### src/rtl/pisd_pkg.sv
// ---------------------------------------------------------------------------
// pisd_pkg
// Shared types and constants of the palette image stream decoder.
// ---------------------------------------------------------------------------
package pisd_pkg;

   localparam int unsigned MAX_DIMENSION = 4096;

   localparam int DIM_W    = 13;
   localparam int COUNT_W  = 25;
   localparam int POS_W    = 33;
   localparam int OFFSET_W = 35;
   localparam int SUM_W    = 36;
   localparam int LEN_W    = 32;
   localparam int WORD_W   = 32;
   localparam int PAL_DEPTH = 256;
   localparam int PAL_AW    = 8;

   localparam logic [POS_W-1:0]    HEADER_BYTES = 33'd32;
   localparam logic [POS_W-1:0]    HEADER_LAST  = 33'd31;
   localparam logic [POS_W-1:0]    PALETTE_END  = 33'd1056;
   localparam logic [9:0]          PALETTE_BASE = 10'd32;
   localparam logic [OFFSET_W-1:0] PLAIN_OFFSET = 35'd1056;
   // 32 + 1024 - 4: added to flags * 4
   localparam logic [OFFSET_W-1:0] EXTRA_BASE   = 35'd1052;

   localparam logic [2:0] WORD_WIDTH  = 3'd1;
   localparam logic [2:0] WORD_HEIGHT = 3'd2;
   localparam logic [2:0] WORD_FLAGS  = 3'd4;

   localparam logic [WORD_W-1:0] FLAGS_PLAIN    = 32'd1;
   localparam logic [WORD_W-1:0] FLAGS_FIRST_EXTRA = 32'd3;

   typedef enum logic [2:0] {
      ST_PIXEL     = 3'd0,
      ST_HEADER_OK = 3'd1,
      ST_BAD_DIM   = 3'd2,
      ST_BAD_FLAGS = 3'd3,
      ST_TOO_SHORT = 3'd4
   } status_type;

   typedef enum logic [1:0] {
      PH_IDLE,
      PH_HEADER,
      PH_BODY,
      PH_DONE
   } phase_type;

   typedef struct packed {
      status_type         status;
      logic [DIM_W-1:0]   image_width;
      logic [DIM_W-1:0]   image_height;
      logic               last_pixel;
      logic               pixel;
   } res_meta_type;

   typedef struct packed {
      logic         valid;
      res_meta_type meta;
   } res_beat_type;

   function automatic logic [DIM_W-1:0] checked_dim(input logic [WORD_W-1:0] v);
      logic [DIM_W-1:0] r;
      if (v == '0 || v > WORD_W'(MAX_DIMENSION)) begin
         r = '0;
      end else begin
         r = v[DIM_W-1:0];
      end
      return r;
   endfunction

endpackage

### src/rtl/pisd_ctrl.sv
// ---------------------------------------------------------------------------
// pisd_ctrl
// File parser: header collection and checks, palette fill, pixel lookup.
// ---------------------------------------------------------------------------
module pisd_ctrl (
   input  logic                          clock,
   input  logic                          reset,
   input  logic                          accept,
   input  logic [7:0]                    data_byte,
   input  logic                          first_byte,
   input  logic                          csr_write,
   input  logic [pisd_pkg::LEN_W-1:0]    csr_data,
   output pisd_pkg::res_beat_type        beat,
   output logic                          wr_en,
   output logic [pisd_pkg::PAL_AW-1:0]   wr_addr,
   output logic [pisd_pkg::WORD_W-1:0]   wr_data,
   output logic                          rd_en,
   output logic [pisd_pkg::PAL_AW-1:0]   rd_addr
);
   import pisd_pkg::*;

   phase_type              phase_ff, phase_in;
   logic [POS_W-1:0]       pos_ff, pos_in;
   logic [WORD_W-1:0]      shift_ff, shift_in;
   logic [DIM_W-1:0]       width_ff, width_in;
   logic [DIM_W-1:0]       height_ff, height_in;
   logic [OFFSET_W-1:0]    offset_ff, offset_in;
   logic [COUNT_W-1:0]     remaining_ff, remaining_in;
   logic [LEN_W-1:0]       file_len_ff;
   logic [COUNT_W-1:0]     count_ff;
   logic [SUM_W-1:0]       sum_ff;

   phase_type              eff_phase;
   logic [POS_W-1:0]       eff_pos;
   logic [WORD_W-1:0]      eff_shift;
   logic [WORD_W-1:0]      shift_new;
   logic [9:0]             rel;
   logic [OFFSET_W-1:0]    flags_offset;
   logic [2*DIM_W-1:0]     product;
   logic                   short_file;

   always_ff @(posedge clock) begin
      if (reset) begin
         phase_ff     <= PH_IDLE;
         pos_ff       <= '0;
         shift_ff     <= '0;
         width_ff     <= '0;
         height_ff    <= '0;
         offset_ff    <= '0;
         remaining_ff <= '0;
         file_len_ff  <= '0;
      end else begin
         phase_ff     <= phase_in;
         pos_ff       <= pos_in;
         shift_ff     <= shift_in;
         width_ff     <= width_in;
         height_ff    <= height_in;
         offset_ff    <= offset_in;
         remaining_ff <= remaining_in;
         if (csr_write) begin
            file_len_ff <= csr_data;
         end
      end
   end

   // pixel count and end of pixel area, settled long before the last header byte
   assign product = width_ff * height_ff;

   always_ff @(posedge clock) begin
      count_ff <= product[COUNT_W-1:0];
      sum_ff   <= SUM_W'(offset_ff) + SUM_W'(count_ff);
   end

   // a start mark restarts the file at byte 0
   always_comb begin
      if (first_byte) begin
         eff_phase = PH_HEADER;
         eff_pos   = '0;
         eff_shift = '0;
      end else begin
         eff_phase = phase_ff;
         eff_pos   = pos_ff;
         eff_shift = shift_ff;
      end
   end

   assign shift_new  = {data_byte, eff_shift[WORD_W-1:8]};
   assign rel        = eff_pos[9:0] - PALETTE_BASE;
   assign short_file = file_len_ff < LEN_W'(HEADER_BYTES);

   always_comb begin
      if (shift_new == FLAGS_PLAIN) begin
         flags_offset = PLAIN_OFFSET;
      end else if (shift_new < FLAGS_FIRST_EXTRA) begin
         flags_offset = '0;
      end else begin
         flags_offset = {1'b0, shift_new, 2'b00} + EXTRA_BASE;
      end
   end

   always_comb begin
      phase_in     = phase_ff;
      pos_in       = pos_ff;
      shift_in     = shift_ff;
      width_in     = width_ff;
      height_in    = height_ff;
      offset_in    = offset_ff;
      remaining_in = remaining_ff;
      beat         = '0;
      wr_en        = 1'b0;
      wr_addr      = rel[9:2];
      wr_data      = shift_new;
      rd_en        = 1'b0;
      rd_addr      = data_byte;

      if (accept) begin
         if (first_byte) begin
            phase_in     = PH_HEADER;
            pos_in       = '0;
            shift_in     = '0;
            width_in     = '0;
            height_in    = '0;
            offset_in    = '0;
            remaining_in = '0;
         end

         if (first_byte && short_file) begin
            phase_in           = PH_DONE;
            beat.valid         = 1'b1;
            beat.meta.status   = ST_TOO_SHORT;
         end else begin
            unique case (eff_phase)
               PH_HEADER: begin
                  pos_in   = eff_pos + 1'b1;
                  shift_in = shift_new;
                  if (eff_pos[1:0] == 2'd3) begin
                     unique case (eff_pos[4:2])
                        WORD_WIDTH:  width_in  = checked_dim(shift_new);
                        WORD_HEIGHT: height_in = checked_dim(shift_new);
                        WORD_FLAGS:  offset_in = flags_offset;
                        default: ;
                     endcase
                  end
                  if (eff_pos == HEADER_LAST) begin
                     beat.valid = 1'b1;
                     phase_in   = PH_DONE;
                     priority if (width_ff == '0 || height_ff == '0) begin
                        beat.meta.status = ST_BAD_DIM;
                     end else if (offset_ff == '0) begin
                        beat.meta.status = ST_BAD_FLAGS;
                     end else if (sum_ff > SUM_W'(file_len_ff)) begin
                        beat.meta.status = ST_TOO_SHORT;
                     end else begin
                        phase_in               = PH_BODY;
                        remaining_in           = count_ff;
                        shift_in               = '0;
                        beat.meta.status       = ST_HEADER_OK;
                        beat.meta.image_width  = width_ff;
                        beat.meta.image_height = height_ff;
                     end
                  end
               end
               PH_BODY: begin
                  pos_in = eff_pos + 1'b1;
                  if (eff_pos < PALETTE_END) begin
                     shift_in = shift_new;
                     if (rel[1:0] == 2'd3) begin
                        wr_en = 1'b1;
                     end
                  end else if (OFFSET_W'(eff_pos) >= offset_ff) begin
                     // pixel index: look up the palette entry
                     rd_en                = 1'b1;
                     beat.valid           = 1'b1;
                     beat.meta.status     = ST_PIXEL;
                     beat.meta.pixel      = 1'b1;
                     beat.meta.last_pixel = (remaining_ff <= COUNT_W'(1));
                     if (remaining_ff != '0) begin
                        remaining_in = remaining_ff - 1'b1;
                     end
                     if (remaining_ff <= COUNT_W'(1)) begin
                        phase_in = PH_DONE;
                     end
                  end
               end
               PH_IDLE, PH_DONE: ;
            endcase
         end
      end
   end

endmodule

### config.mk
export PLATFORM = sky130hd
export DESIGN_NAME = pisd_ctrl
export DESIGN_NICKNAME = d
export VERILOG_FILES = /design/src/rtl/pisd_pkg.sv /design/src/rtl/pisd_ctrl.sv
export SDC_FILE = /design/constraint.sdc
export NUM_CORES = 1
export LEC_CHECK = 0
export ABC_CLOCK_PERIOD_IN_PS = 7150
export BUFFER_PORTS_ARGS = -buffer_cell sky130_fd_sc_hd__buf_4
export CAP_MARGIN = 0
export CORE_MARGIN = 2
export CORE_UTILIZATION = 35
export CTS_CLUSTER_DIAMETER = 120
export CTS_CLUSTER_SIZE = 28
export DETAILED_ROUTE_END_ITERATION = 6
export SETUP_SLACK_MARGIN = 0.3
export SLEW_MARGIN = 5
export SYNTH_ARGS = -nofsm -noshare
export SYNTH_HDL_FRONTEND = slang
export SYNTH_SLANG_ARGS = --single-unit
### constraint.sdc
create_clock -name clock -period 7.15 [get_ports clock]
set_input_delay 1.43 -clock clock [delete_from_list [all_inputs] [get_ports clock]]
set_output_delay 1.43 -clock clock [all_outputs]
set_load 0.005 [all_outputs]
==> results.sh <==
export IMPL_min_from="remaining_ff[21]$_SDFFE_PP0P_"
export IMPL_drt_iter0_drc=1388
export IMPL_post_cts_buffers=0
export IMPL_skew_ps=36.3
export IMPL_power_density_nw_per_um2=117
export IMPL_nets=2782
export IMPL_critical_path_class="in2out"
export IMPL_slowest_delay_ps=650
export IMPL_syn_to_final_growth_pct=9.70
export IMPL_cap_viol_max_count=0
export IMPL_setup_violations_final=0
export IMPL_num_vias=17500
export IMPL_clock_path_buffers=3
export IMPL_hold_violations=0
export IMPL_firstDrtPassIters=7
export IMPL_synthMuxAreaShare=0.0204
export IMPL_cpMostUsedCell="buf_4"
export IMPL_required_ps=5720
export IMPL_ys_ff_latch=238
export IMPL_viasPerCell=5.47
export IMPL_swShare=0.278
export IMPL_portBuffers=126
export IMPL_clock_latency_ps=510
export IMPL_coreArea_um2=55300
export IMPL_synth_fa_ha_area_frac=0.230
export IMPL_grt_pass1_vias=17100
export IMPL_p_clk_frac=0.328
export IMPL_fin_crit_sh=0.903
export IMPL_synth_top_area_frac=0.243
export IMPL_hold_end="remaining_ff[21]$_SDFFE_PP0P_"
export IMPL_insertedDiodeCount=0
export IMPL_combinationalPowerShare=0.122
export IMPL_die_h_um=241
export IMPL_synth_warnings=0
export IMPL_r2r_start="width_ff[3]$_SDFFE_PP0P_"
export IMPL_rows=86
export IMPL_initial_utilization=0.355
export IMPL_io_pins=127
export IMPL_drive_gt1_frac=0.0787
export IMPL_synth_edf_count=0
export IMPL_synth_ff_type="dfxtp_1"
export IMPL_worst_setup_path_end_kind="primary output"
export IMPL_cts_tree="built"
export IMPL_dieArea_um2=58000
export IMPL_arrival_ps=5030
export IMPL_ys_async_sr_fraction=0
export IMPL_hold_path_depth=1
export IMPL_final_max_slew_viol_count=0
export IMPL_dieWidth_um=241
export IMPL_final_util=0.390
export IMPL_wl_um=59600
export IMPL_place_gp_congestion=0.884
export IMPL_ys_seq_area_frac=0.243
export IMPL_grt_pass1_wl_um=95000
export IMPL_leakagePower_nw=9.68
export IMPL_yosys_area_share_simple=0.218
export IMPL_synth_cell_types=71
export IMPL_ant_nets=0
export IMPL_grt_usage=0.205
export IMPL_critPathMaxFanout=67
export IMPL_antenna_found_initial=1
export IMPL_synth_top_area_cell="dfxtp_1"
export IMPL_cts_buffers=12
export IMPL_detailed_place_hpwl_um=45600
export IMPL_regToRegEndpoint="count_ff[24]$_DFF_P_"
export IMPL_fillCellCount=5739
export IMPL_power_switching_w=0.000700
export IMPL_slew_headroom=0.113
export IMPL_hp_class="reg2reg"
export IMPL_total_power_w=0.00252
export IMPL_synth_cells=2414
export IMPL_root_buffer="clkbuf_16"
export IMPL_period_minus_slack_ps=6460
export IMPL_worstPathCellList="buf_4 > inv_1 > buf_4 > nand2_1 > inv_1 > ha_1 > or4b_2 > nor3_1 > and3_1 > and2_1 > o211a_1 > and3_1 > buf_4"
export IMPL_synthesis_nets=2748
export IMPL_power_internal_w=0.00182
export IMPL_cp_start_kind="input port"
export IMPL_synth_compound_area_frac=0.160
export IMPL_rsz0062_at_grt="no"
export IMPL_cts_sinks=238
export IMPL_cts_resized=0
export IMPL_drc_errors=1
export IMPL_synthXorXnorAreaFrac=0.0459
export IMPL_synth_area_um2=19600
export IMPL_r2r_worst_path_cells=18
export IMPL_worst_pin_slew_ps=1330
export IMPL_grt_ovfl_total=0
export IMPL_grt_max_degree=83
export IMPL_reg2reg_slack_ps=760
export IMPL_slowest_stage="o211a_1"
export IMPL_setup_tns_ps=0
export IMPL_synth_top_family_by_area="adder cells"
export IMPL_wl_per_cell_um=18.6
export IMPL_vdd_ir_drop_max_v=0.000120
export IMPL_cts_max_level=1
export IMPL_ys_top_cells_by_area="dfxtp_1, fa_1, ha_1, inv_1, nor2_1"
export IMPL_avgSynthCellArea_um2=8.14
export IMPL_seqPwrFrac=0.550
export IMPL_max_freq_mhz=155
export IMPL_cts_hold_buf=0
export IMPL_clk_pin_slew_ps=110
export IMPL_violations="design-rule violations"
export IMPL_status="finished with violations"
[worst max-delay path by stage]
stage | startpoint | end | slack, ps
2_1_floorplan | first_byte | beat[31] | 470
4_1_cts | first_byte | beat[31] | 700
6_report | first_byte | beat[15] | 690
3_5_place_dp | first_byte | beat[24] | 720
3_3_place_gp | first_byte | beat[24] | 860
5_1_grt | first_byte | beat[22] | 400
[kinds of logic after synthesis]
group / Yosys count
AND/OR/NAND/NOR: 847
AO/OA/AOI/OAI: 482
buffers and inverters: 415
adder cells (fa/ha/maj): 289
flip-flops: 238
XOR/XNOR: 103
multiplexers: 40
[cell usage in the layout (no fill, tap or decap), types with 29 or more instances in the layout]
master	Yosys	routed
a21o_1	32	32
a21oi_1	147	147
a22oi_1	64	64
and2_1	91	91
and3_1	42	42
buf_4	17	154
dfxtp_1	238	238
fa_1	121	121
ha_1	168	168
inv_1	281	281
mux2i_1	40	40
nand2_1	184	184
nand3_1	40	40
nand4_1	29	29
nor2_1	214	213
nor2b_1	58	58
nor3_1	62	61
nor4_1	47	47
o21ai_0	87	86
xnor2_1	74	74
xor2_1	29	29
[metrics by stage]
stage	setup WS (ps)	instances	area [um2]	hold WS, ps
floorplan	472	2414	19600	442
global placement	862	3182	21200	454
detailed placement	721	3182	21200	475
CTS	699	3199	21600	504
global route	399	3199	21600	515
finish	691	3199	21600	499
[layer usage]
metal / GRT usage / part of all wire / vias up
li1: - / - / 8275
met1: 0.284 / 0.46 / 8494
met2: 0.336 / 0.45 / 625
met3: 0.0224 / 0.063 / 100
met4: 0.0563 / 0.028 / 2
met5: 0 / 0.00012 / -
[sequential cells by signal, indices dropped and copies added (netlist names), 13 cells and up]
register,cells
height_ff,13
pos_ff,33
sum_ff,36
file_len_ff,32
count_ff,25
offset_ff,35
remaining_ff,25
shift_ff,24
width_ff,13
[worst max-delay path: cells and delay by family]
family                   cells  cell delay, ps
AND/OR/NAND/NOR              6            1690
buffers and inverters        5             940
AO/OA/AOI/OAI                1             650
adder cells (fa/ha/maj)      1             280
[cell type report]
type | count | area (um2) | area share
inverter | 281 | 1050 | 0.0489
sequential | 238 | 4760 | 0.221
timing repair buffer | 154 | 1160 | 0.0536
tap | 748 | 936 | 0.0434
multi-input combinational | 1761 | 13300 | 0.616
clock buffer | 15 | 353 | 0.0164
clock inverter | 2 | 13.8 | 0.000639
[synthesized netlist by cell type (10+ instances only)]
| library cell | n |
|---|---|
| nand2_1 | 184 |
| a32oi_1 | 10 |
| nor2b_1 | 58 |
| nor4_1 | 47 |
| a31oi_1 | 10 |
| a22oi_1 | 64 |
| and2_1 | 91 |
| buf_4 | 17 |
| nand2b_1 | 18 |
| xnor2_1 | 74 |
| a21oi_1 | 147 |
| dfxtp_1 | 238 |
| and3_1 | 42 |
| nor2_1 | 214 |
| ha_1 | 168 |
| nand4_1 | 29 |
| clkbuf_1 | 104 |
| o21ai_0 | 87 |
| a21o_1 | 32 |
| a211oi_1 | 27 |
| or4_1 | 19 |
| fa_1 | 121 |
| xor2_1 | 29 |
| o21a_1 | 15 |
| nor3_1 | 62 |
| inv_1 | 281 |
| o2bb2ai_1 | 10 |
| nand3_1 | 40 |
| mux2i_1 | 40 |
| a22o_1 | 10 |
[power by group through the flow]
stage,combinational (W),clock (W),sequential [W]
finish,0.000308,0.000825,0.00138
global route,0.000337,0.000884,0.00139
CTS,0.000303,0.000847,0.00138
detailed placement,0.000302,0,0.00141
global placement,0.000297,0,0.00141
floorplan,0.000206,0,0.00140
Note: power is estimated with default switching activity, not from simulation.
