`config.mk`:
```
export PLATFORM = sky130hd
export DESIGN_NAME = pisd_out_flat
export DESIGN_NICKNAME = d
export VERILOG_FILES = /design/src/rtl/pisd_pkg.sv /design/src/rtl/pisd_rsp_if.sv /design/src/rtl/pisd_out.sv /design/src/flat_wrapper.sv
export SDC_FILE = /design/constraint.sdc
export NUM_CORES = 1
export LEC_CHECK = 0
export BUFFER_PORTS_ARGS = -buffer_cell sky130_fd_sc_hd__clkbuf_2
export CAP_MARGIN = 20
export CORE_ASPECT_RATIO = 2
export CORE_MARGIN = 4
export CORE_UTILIZATION = 49
export CTS_BUF_LIST = sky130_fd_sc_hd__clkbuf_2
export DETAILED_ROUTE_END_ITERATION = 8
export PLACE_DENSITY = 0.87
export REMOVE_ABC_BUFFERS = 1
export SLEW_MARGIN = 15
export SYNTH_ARGS = -nofsm -noshare
export SYNTH_HDL_FRONTEND = slang
export SYNTH_SLANG_ARGS = --single-unit
```
`constraint.sdc`:
```
create_clock -name clock -period 4.17 [get_ports clock]
set_clock_uncertainty 0.05 [all_clocks]
set_input_delay 1.251 -clock clock [delete_from_list [all_inputs] [get_ports clock]]
set_output_delay 1.251 -clock clock [all_outputs]
set_load 0.02 [all_outputs]
```
`src/rtl/pisd_pkg.sv`:
```
// ---------------------------------------------------------------------------
// pisd_pkg
// Shared types and constants of the palette image stream decoder.
// ---------------------------------------------------------------------------
package pisd_pkg;

   localparam int unsigned MAX_DIMENSION = 4096;

   localparam int DIM_W    = 13;
   localparam int COUNT_W  = 25;
   localparam int POS_W    = 33;
   localparam int OFFSET_W = 35;
   localparam int SUM_W    = 36;
   localparam int LEN_W    = 32;
   localparam int WORD_W   = 32;
   localparam int PAL_DEPTH = 256;
   localparam int PAL_AW    = 8;

   localparam logic [POS_W-1:0]    HEADER_BYTES = 33'd32;
   localparam logic [POS_W-1:0]    HEADER_LAST  = 33'd31;
   localparam logic [POS_W-1:0]    PALETTE_END  = 33'd1056;
   localparam logic [9:0]          PALETTE_BASE = 10'd32;
   localparam logic [OFFSET_W-1:0] PLAIN_OFFSET = 35'd1056;
   // 32 + 1024 - 4: added to flags * 4
   localparam logic [OFFSET_W-1:0] EXTRA_BASE   = 35'd1052;

   localparam logic [2:0] WORD_WIDTH  = 3'd1;
   localparam logic [2:0] WORD_HEIGHT = 3'd2;
   localparam logic [2:0] WORD_FLAGS  = 3'd4;

   localparam logic [WORD_W-1:0] FLAGS_PLAIN    = 32'd1;
   localparam logic [WORD_W-1:0] FLAGS_FIRST_EXTRA = 32'd3;

   typedef enum logic [2:0] {
      ST_PIXEL     = 3'd0,
      ST_HEADER_OK = 3'd1,
      ST_BAD_DIM   = 3'd2,
      ST_BAD_FLAGS = 3'd3,
      ST_TOO_SHORT = 3'd4
   } status_type;

   typedef enum logic [1:0] {
      PH_IDLE,
      PH_HEADER,
      PH_BODY,
      PH_DONE
   } phase_type;

   typedef struct packed {
      status_type         status;
      logic [DIM_W-1:0]   image_width;
      logic [DIM_W-1:0]   image_height;
      logic               last_pixel;
      logic               pixel;
   } res_meta_type;

   typedef struct packed {
      logic         valid;
      res_meta_type meta;
   } res_beat_type;

   function automatic logic [DIM_W-1:0] checked_dim(input logic [WORD_W-1:0] v);
      logic [DIM_W-1:0] r;
      if (v == '0 || v > WORD_W'(MAX_DIMENSION)) begin
         r = '0;
      end else begin
         r = v[DIM_W-1:0];
      end
      return r;
   endfunction

endpackage

```
`src/rtl/pisd_rsp_if.sv`:
```
// ---------------------------------------------------------------------------
// pisd_rsp_if
// Result channel: header status or one RGBA pixel per beat.
// ---------------------------------------------------------------------------
interface pisd_rsp_if;
   logic        valid;
   logic        ready;
   logic [2:0]  status;
   logic [7:0]  red;
   logic [7:0]  green;
   logic [7:0]  blue;
   logic [7:0]  alpha;
   logic [12:0] image_width;
   logic [12:0] image_height;
   logic        last_pixel;

   modport source (output valid, output status, output red, output green, output blue,
                   output alpha, output image_width, output image_height,
                   output last_pixel, input ready);
   modport sink   (input valid, input status, input red, input green, input blue,
                   input alpha, input image_width, input image_height,
                   input last_pixel, output ready);
endinterface

```
`src/rtl/pisd_out.sv`:
```
// ---------------------------------------------------------------------------
// pisd_out
// Palette read stage and output register of the result channel.
// ---------------------------------------------------------------------------
module pisd_out (
   input  logic                         clock,
   input  logic                         reset,
   input  pisd_pkg::res_beat_type       beat,
   input  logic [pisd_pkg::WORD_W-1:0]  rd_data,
   output logic                         in_ready,
   pisd_rsp_if.source                   rsp
);
   import pisd_pkg::*;

   logic               s1_valid_ff, s1_valid_in;
   res_meta_type       s1_meta_ff;
   logic               out_valid_ff, out_valid_in;
   res_meta_type       out_meta_ff;
   logic [WORD_W-1:0]  out_rgba_ff;
   logic               s1_move;

   assign s1_move  = s1_valid_ff && (!out_valid_ff || rsp.ready);
   assign in_ready = !s1_valid_ff || s1_move;

   always_comb begin
      s1_valid_in = s1_valid_ff;
      if (in_ready) begin
         s1_valid_in = beat.valid;
      end
      out_valid_in = out_valid_ff;
      if (s1_move) begin
         out_valid_in = 1'b1;
      end else if (rsp.ready) begin
         out_valid_in = 1'b0;
      end
   end

   always_ff @(posedge clock) begin
      if (reset) begin
         s1_valid_ff  <= 1'b0;
         out_valid_ff <= 1'b0;
      end else begin
         s1_valid_ff  <= s1_valid_in;
         out_valid_ff <= out_valid_in;
      end
   end

   always_ff @(posedge clock) begin
      if (in_ready) begin
         s1_meta_ff <= beat.meta;
      end
      if (s1_move) begin
         out_meta_ff <= s1_meta_ff;
         out_rgba_ff <= s1_meta_ff.pixel ? rd_data : '0;
      end
   end

   assign rsp.valid        = out_valid_ff;
   assign rsp.status       = out_meta_ff.status;
   assign rsp.red          = out_rgba_ff[7:0];
   assign rsp.green        = out_rgba_ff[15:8];
   assign rsp.blue         = out_rgba_ff[23:16];
   assign rsp.alpha        = out_rgba_ff[31:24];
   assign rsp.image_width  = out_meta_ff.image_width;
   assign rsp.image_height = out_meta_ff.image_height;
   assign rsp.last_pixel   = out_meta_ff.last_pixel;

endmodule

```
`src/flat_wrapper.sv`:
```
// flat-port wrapper written by rule: the top's interface ports become plain ports
module pisd_out_flat import pisd_pkg::*;
  (clock, reset, beat, rd_data, in_ready, rsp_valid, rsp_status, rsp_red, rsp_green, rsp_blue, rsp_alpha, rsp_image_width, rsp_image_height, rsp_last_pixel, rsp_ready);
  pisd_rsp_if rsp_i ();
  input  logic clock;
  input  logic reset;
  input  pisd_pkg::res_beat_type beat;
  input  logic [pisd_pkg::WORD_W-1:0] rd_data;
  output logic in_ready;
  output wire logic [$bits(rsp_i.valid)-1:0] rsp_valid;
  output wire logic [$bits(rsp_i.status)-1:0] rsp_status;
  output wire logic [$bits(rsp_i.red)-1:0] rsp_red;
  output wire logic [$bits(rsp_i.green)-1:0] rsp_green;
  output wire logic [$bits(rsp_i.blue)-1:0] rsp_blue;
  output wire logic [$bits(rsp_i.alpha)-1:0] rsp_alpha;
  output wire logic [$bits(rsp_i.image_width)-1:0] rsp_image_width;
  output wire logic [$bits(rsp_i.image_height)-1:0] rsp_image_height;
  output wire logic [$bits(rsp_i.last_pixel)-1:0] rsp_last_pixel;
  input wire logic [$bits(rsp_i.ready)-1:0] rsp_ready;
  assign rsp_valid = rsp_i.valid;
  assign rsp_status = rsp_i.status;
  assign rsp_red = rsp_i.red;
  assign rsp_green = rsp_i.green;
  assign rsp_blue = rsp_i.blue;
  assign rsp_alpha = rsp_i.alpha;
  assign rsp_image_width = rsp_i.image_width;
  assign rsp_image_height = rsp_i.image_height;
  assign rsp_last_pixel = rsp_i.last_pixel;
  assign rsp_i.ready = rsp_ready;
  pisd_out u_core (.clock(clock), .reset(reset), .beat(beat), .rd_data(rd_data), .in_ready(in_ready), .rsp(rsp_i));
endmodule
```
==> results of run 1 <==
-- worst max-delay path, cell delays in order --
cell and delay (ns):
clkbuf_2 0.08, nand3b_1 0.16, clkbuf_2 0.17
-- through the flow --
stage	area (um2)	std cells	setup WS, ns
floorplan	3110	134	0.682
global placement	3890	351	1.19
detailed placement	3890	351	1.19
CTS	4030	367	1.19
global route	4030	367	1.15
finish	4030	367	1.20
-- cell families after synthesis --
logic type      synth area share, %
compound gates                0.320
buf+inv                       0.721
flops                          90.6
simple gates                   8.33
-- cells in the final DEF, fill, tap and decap left out, drive strengths merged --
cell and n:
nand3b 1, clkbuf 140, buf 3, and2 33
clkinv 3, inv 2, clkinvlp 1, bufinv 2
nand2b 1, a21oi 2, dfxtp 2, edfxtp 93
-- power groups by stage --
| stage | combinational (mW) | clock (mW) | sequential, mW |
|---|---|---|---|
| final | 0.130 | 0.478 | 1.12 |
| after global routing | 0.139 | 0.536 | 1.13 |
| after CTS | 0.132 | 0.491 | 1.12 |
| after detailed placement | 0.131 | 0 | 1.14 |
| after global placement | 0.129 | 0 | 1.14 |
| after floorplan | 0.0264 | 0 | 1.18 |
-- final cells by class --
cell class	count	area share, %
Tap cell	84	2.61
Clock buffer	10	1.24
Clock inverter	6	2.11
Multi-Input combinational cell	37	6.75
Timing Repair Buffer	133	16.7
Inverter	2	0.187
Sequential cell	95	70.4
-- per-layer routing --
metal / track usage, % / vias to the layer above
met5: 0 / -
met4: 7.95 / 0
met3: 5.28 / 9
met2: 26.2 / 82
met1: 15.9 / 758
li1: - / 791
-- worst max path at each step --
stage | slack (ns) | endpoint | start | cells after the start
after global routing | 1.15 | in_ready | rsp_ready | 3
after detailed placement | 1.19 | in_ready | rsp_ready | 3
after global placement | 1.19 | in_ready | rsp_ready | 3
final | 1.20 | in_ready | rsp_ready | 3
after CTS | 1.19 | in_ready | rsp_ready | 3
after floorplan | 0.68 | in_ready | rsp_ready | 1
-- flip-flops by register name, summed over array words and instances, names as in the netlist --
name and flops:
u_core.out_rgba_ff 32, u_core.s1_meta_ff 31, u_core.rsp.image_height 13, u_core.rsp.image_width 13, u_core.rsp.status 3, u_core.rsp.last_pixel 1
u_core.rsp.valid 1, u_core.s1_valid_ff 1
==> key figures, run 1 <==
Clock tree
  • Clock latency on the worst-skew pair: 0.51 ns
  • H-tree depth: 3
  • CTS clk-pin slew, worst paths: around 0.23 ns
  • CTS-repair resized insts: 0
  • CTS max path bufs: 2
  • CTS tree: done
  • Post-CTS Setup Bufs: 0
  • Clock root buffer: clkbuf_2
  • CTS Sinks: 95
  • Cts hold-fix bufs: 0
  • Total CTS buffers: 9

Routing
  • Drt pass-1 iters: 5
  • DR top layer: met4
  • Drt initial violations: between 80 and 90
  • DR vias/cell: 4.47
  • Total Wirelength: around 5.6 mm
  • WL/cell: 15.2 um
  • WL met3: about 440 um
  • Via Count: roughly 1,600
  • DR WL met2: 3.07 mm
  • Post-route ant nets: 0
  • Metal-1 WL: between 1.5 and 2 mm
  • DR DRC count: 0

Die
  • Die Width: 64.5 um
  • Core Rows: 40
  • Die Y: 121 um
  • Ports: 131
  • Die area: between 7000 and 8000 um2
  • CORE AREA: around 6000 um2
  • Initial core utilization: 51.2%

Outcome
  • Status: complete, no violations

Layout
  • Synth-to-layout area growth: 28.8%
  • Footprint of the multi-input gates: 272 um2
  • Layout filler cell count: 471
  • FF+latch area: approximately 2800 um2
  • N_diodes: 0
  • Layout cell share with drive strength beyond 1: 64.0%
  • Post-layout util: approximately two thirds
  • Layout net count: about 350

Logic synthesis
  • Synth cell types: 9
  • Synth Area per Inst: 22.8 um2
  • Ys flop type: edfxtp_1
  • EDFF count, synth: 93
  • FFs w/ async S/R, synth: 0%
  • Synth Register Bits: 95
  • Register area share after synthesis: between 90% and 100%
  • Count leader, synth: edfxtp_1
  • Leading post-synthesis cells by cell area: edfxtp_1 89%, and2_2 7.7%, dfxtp_1 1.3%
  • Synth top cells by count: 93 x edfxtp_1, 32 x and2_2, 3 x clkbuf_2
  • Syn. warnings: 0
  • Post-synth top area cell: edfxtp_1
  • Post-Synthesis Cell Area: 3130 um2
  • Syn Inst Count: between 100 and 150
  • Synth top area share: roughly nine tenths

GRT
  • Grt ovf: 0
  • Pin count of the biggest net entering global routing: 35
  • Global-route wire length before repair: about 8.5 mm
  • Antenna violations before repair: 0
  • Tot GR Track Use: approximately 15%
  • Number of global-route vias before repair: 1,651

STA
  • Max-slew violation count: 0
  • Final min period: 2.97 ns
  • Max-slew headroom: 49.7%
  • Fmax: 0.337 GHz
  • RSZ-0062 raised after global routing: false
  • Setup TNS: 0 ns
  • Final Hold Viols: 0
  • Worst-margin pin slew: about 0.76 ns
  • Worst hold margin: 0.382 ns
  • Final setup fails: 0
  • Tcrit/Tclk final: 71.1%

Critical path
  • Data arrival time of the worst path: 1.66 ns
  • CP Capture Type: output port
  • Worst R2R End: u_core.rsp.status[2]$_DFFE_PP_
  • Kind of critical path: input port to output port
  • Required time worst endpoint: 2.87 ns
  • RR Startpoint: u_core.rsp.valid$_SDFFE_PP0P_
  • Worst setup SP type: input port
  • Worst-path fanout max: 2
  • R2r setup slk: 2.37 ns
  • Worst R2R Path Depth: 3

Job
  • Max-capacitance violation count: 0

Min path
  • Hold/Removal Path Class: register to register
  • Hold_sp: u_core.s1_meta_ff[22]$_DFFE_PP_
  • Hold Path End: u_core.rsp.image_width[7]$_DFFE_PP_
  • Hold Crit Depth: 0

Pwr
  • Net Sw Frac: 21.5%
  • Max IR drop VDD: 251 uV
  • Psw: 0.371 mW
  • Total power: 1.73 mW
  • P per Cell Area: 429 nW/um2
  • Internal: 1.36 mW
  • Leakage: 1.69 nW
  • Proportion of power drawn by combinational gates: between 7 and 8%
  • Flop pwr share: 64.8%
  • Clock network power share: 27.7%

Placed design
  • Final GP Congestion: 0.742
  • Dpl hpwl: 4.27 mm
  • Port bufs: 130
Note: power is estimated with default switching activity, not from simulation.
==> inputs of run 2 (changes only) <==
- ABC_AREA: default -> 1
- PLACE_DENSITY: 0.87 -> 0.86
- clock period: 4.17 -> 2.95 ns (I/O delays scaled with it)
==> run 2 against run 1 <==
Register-to-register slack got worse by 0.89 ns; flip-flop and latch count unchanged; critical path depth increased by 1; combinational power increased by 39%; design area decreased by 0.75%; worst hold slack improved by 0.019 ns; core utilization decreased by 2.1 points; final cell count increased by 9.3%; clock power increased by 8.6%; critical path type unchanged; largest power group unchanged; highest routed layer unchanged.
==> key figures, run 2 <==
Outcome
  • Status: complete, no violations

GRT
  • Tot GR Track Use: 14.9% (-0.25 points)
  • Number of global-route vias before repair: 1,672 (+1.3%)
  • Pin count of the biggest net entering global routing: 63 (+80%)
  • Global-route wire length before repair: 8.31 mm (-1.9%)
  • Antenna violations before repair: 0 (unchanged)
  • Grt ovf: 0 (unchanged)

Layout
  • Layout net count: 377 (+9.3%)
  • Largest regs: u_core.out_rgba_ff (32), u_core.s1_meta_ff (31)
  • Layout filler cell count: 506 (+7.4%)
  • Synth-to-layout area growth: 27.2%
  • Final Cell Area: 4000 um2 (-0.75%)
  • Footprint of the multi-input gates: 155 um2 (-43%)
  • Layout cell share with drive strength beyond 1: 47.0% (-17 points)
  • N_diodes: 0 (unchanged)
  • Commonest non-fill, non-tap cell in the layout: clkbuf_2
  • Commonest non-fill, non-tap cells in the layout: 141 x clkbuf_2, 93 x edfxtp_1, 35 x inv_1, 33 x nand2_1, 3 x clkinvlp_4
  • FF+latch area: 2830 um2 (unchanged)
  • Largest register FFs: 32 (unchanged)
  • Reg with most FFs: u_core.out_rgba_ff

Logic synthesis
  • Syn. warnings: 0 (unchanged)
  • Synth top area share: 88.9% (-0.46 points)
  • FFs w/ async S/R, synth: 0% (unchanged)
  • Count leader, synth: edfxtp_1
  • Post-Synthesis Cell Area: 3140 um2 (+0.52%)
  • Post-synth top area cell: edfxtp_1
  • Synth Register Bits: 95 (unchanged)
  • Synth cell types: 7 (-2)
  • Synth Area per Inst: 18.5 um2 (-19%)
  • Ys flop type: edfxtp_1
  • Register area share after synthesis: 90.2% (-0.47 points)
  • Leading post-synthesis cells by cell area: edfxtp_1 89%, inv_1 4.2%, nand2_1 3.9%
  • Synth top cells by count: 93 x edfxtp_1, 35 x inv_1, 33 x nand2_1
  • EDFF count, synth: 93 (unchanged)
  • Syn Inst Count: 170 (+24%)

Critical path
  • Data arrival time of the worst path: 1.38 ns (-0.28 ns)
  • CP Capture Type: output port
  • Kind of critical path: input port to output port
  • RR Startpoint: u_core.s1_meta_ff[0]$_DFFE_PP_
  • R2r setup slk: 1.48 ns (-0.89 ns)
  • Worst setup SP type: input port
  • End of the critical path: in_ready
  • Worst R2R End: u_core.out_rgba_ff[20]$_SDFFCE_PN0P_
  • Critical Path Source: rsp_ready
  • Required time worst endpoint: 2.02 ns (-0.85 ns)
  • Worst R2R Path Depth: 2 (-1)
  • Worst-path fanout max: 3 (+1)

Clock tree
  • H-tree depth: 3 (unchanged)
  • Post-CTS Setup Bufs: 0 (unchanged)
  • CTS Sinks: 95 (unchanged)
  • CTS clk-pin slew, worst paths: 0.22 ns (about the same)
  • Clock root buffer: clkbuf_2
  • CTS-repair resized insts: 0 (unchanged)
  • Clock latency on the worst-skew pair: 0.51 ns (about the same)
  • CTS tree: done
  • Cts hold-fix bufs: 0 (unchanged)
  • CTS max path bufs: 2 (unchanged)
  • Total CTS buffers: 9 (unchanged)

STA
  • Worst-margin pin slew: 0.998 ns (+0.243 ns)
  • Tcrit/Tclk final: 78.6%
  • Final min period: 2.32 ns
  • Final Hold Viols: 0 (unchanged)
  • Fmax: ~0.43 GHz
  • Final setup fails: 0 (unchanged)
  • RSZ-0062 raised after global routing: false
  • Max-slew violation count: 0 (unchanged)
  • Max-slew headroom: 33.5% (-16 points)
  • Setup TNS: 0 ns (unchanged)

Pwr
  • Leakage: 1.88 nW (+11%)
  • Max IR drop VDD: 362 uV (+44%)
  • P per Cell Area: 571 nW/um2 (+33%)

Routing
  • Post-route ant nets: 0 (unchanged)
  • DR DRC count: 0 (unchanged)
  • Total Wirelength: 5.62 mm (+0.97%)
  • Drt pass-1 iters: 4 (-1)
  • Drt initial violations: 101 (+23%)
  • Via Count: 1,734 (+5.7%)
  • DR vias/cell: 4.32 (-3.2%)
  • WL/cell: 14.0 um (-7.6%)

Job
  • Max-capacitance violation count: 0 (unchanged)

Placed design
  • Post-DP Area: 3910 um2 (+0.39%)
  • Final GP Congestion: 0.735 (-0.84%)
  • Dpl hpwl: 4.18 mm (-2.1%)
  • Port bufs: 130 (unchanged)

Die
  • Die area: 7830 um2 (+0.47%)
  • CORE AREA: 6260 um2 (+2.5%)
  • Ports: 131 (unchanged)
  • Die Y: 121 um (+0.24%)
  • Core Rows: 41 (+2.5%)
  • Initial core utilization: 50.2% (-0.99 points)
  • Die Width: 64.6 um (+0.22%)

Min path
  • Hold/Removal Path Class: register to register
==> run 2: cell count changes in the layout (fill, tap and decap cells not counted), sizes merged, moves of 2 or more <==
cell,previous run,this run
and2,33,0
inv,2,35
nand2,0,33
bufinv,2,0
clkinvlp,1,3
==> run 2: cells by family after synthesis <==
family | after synthesis | share of synthesized area, %
and+or+nand+nor | 34 | 4.10
DFF | 95 | 90.2
buffers and inverters | 38 | 5.26
AOI/OAI and AO/OA | 3 | 0.478
==> run 2: layout make-up <==
| cell class | count | area share (%) |
|---|---|---|
| inverters | 35 | 3.29 |
| flip-flops and latches | 95 | 70.9 |
| clock inverters | 5 | 0.877 |
| clock buffers | 11 | 1.38 |
| multi-input cells | 37 | 3.88 |
| well taps | 86 | 2.69 |
| repair buffers | 132 | 17.0 |
==> run 2: how the worst min path moves through the flow <==
stage	from	endpoint	depth (start not counted)	slack (ns)
after global routing	beat[29]	u_core.s1_meta_ff[29]$_DFFE_PP_	1	0.38
after detailed placement	u_core.s1_meta_ff[7]$_DFFE_PP_	u_core.rsp.image_height[5]$_DFFE_PP_	0	0.35
after global placement	u_core.s1_meta_ff[8]$_DFFE_PP_	u_core.rsp.image_height[6]$_DFFE_PP_	0	0.35
after floorplan	u_core.s1_meta_ff[2]$_DFFE_PP_	u_core.rsp.image_height[0]$_DFFE_PP_	0	0.35
final	u_core.s1_meta_ff[19]$_DFFE_PP_	u_core.rsp.image_width[4]$_DFFE_PP_	0	0.40
after CTS	reset	u_core.s1_valid_ff$_SDFFE_PP0P_	2	0.39
==> run 2: layer usage <==
layer	share of wire [%]	vias up	wire length [um]	GRT usage, %
li1	-	857	-	-
met1	37	783	2060	16.3
met2	54	77	3010	24.7
met3	5.6	17	317	3.52
met4	4.1	0	231	11.0
met5	0	-	0	0
==> run 2: critical path, stage by stage <==
cell	delay, ns
clkbuf_2	0.08
inv_1	0.11
nand3_1	0.13
clkbuf_2	0.18
==> run 2: report_power, final <==
group / total [mW] / switching (mW) / internal [mW]
registers: 1.58 / 0.0246 / 1.56
logic: 0.181 / 0.113 / 0.0683
clock network: 0.519 / 0.403 / 0.116
total: 2.28 / 0.541 / 1.74
==> run 2: stage by stage <==
stage                     instances  power, mW  utilization (%)  hold WS [ns]  setup slack [ns]
after floorplan                 167       1.70                -         0.350             -1.54
after global placement          385       1.79             62.4         0.351             0.624
after detailed placement        385       1.80             62.4         0.355             0.619
after CTS                       401       2.31             63.8         0.389             0.617
after global routing            401       2.39             63.8         0.377             0.518
final                           401       2.28             63.8         0.401             0.632
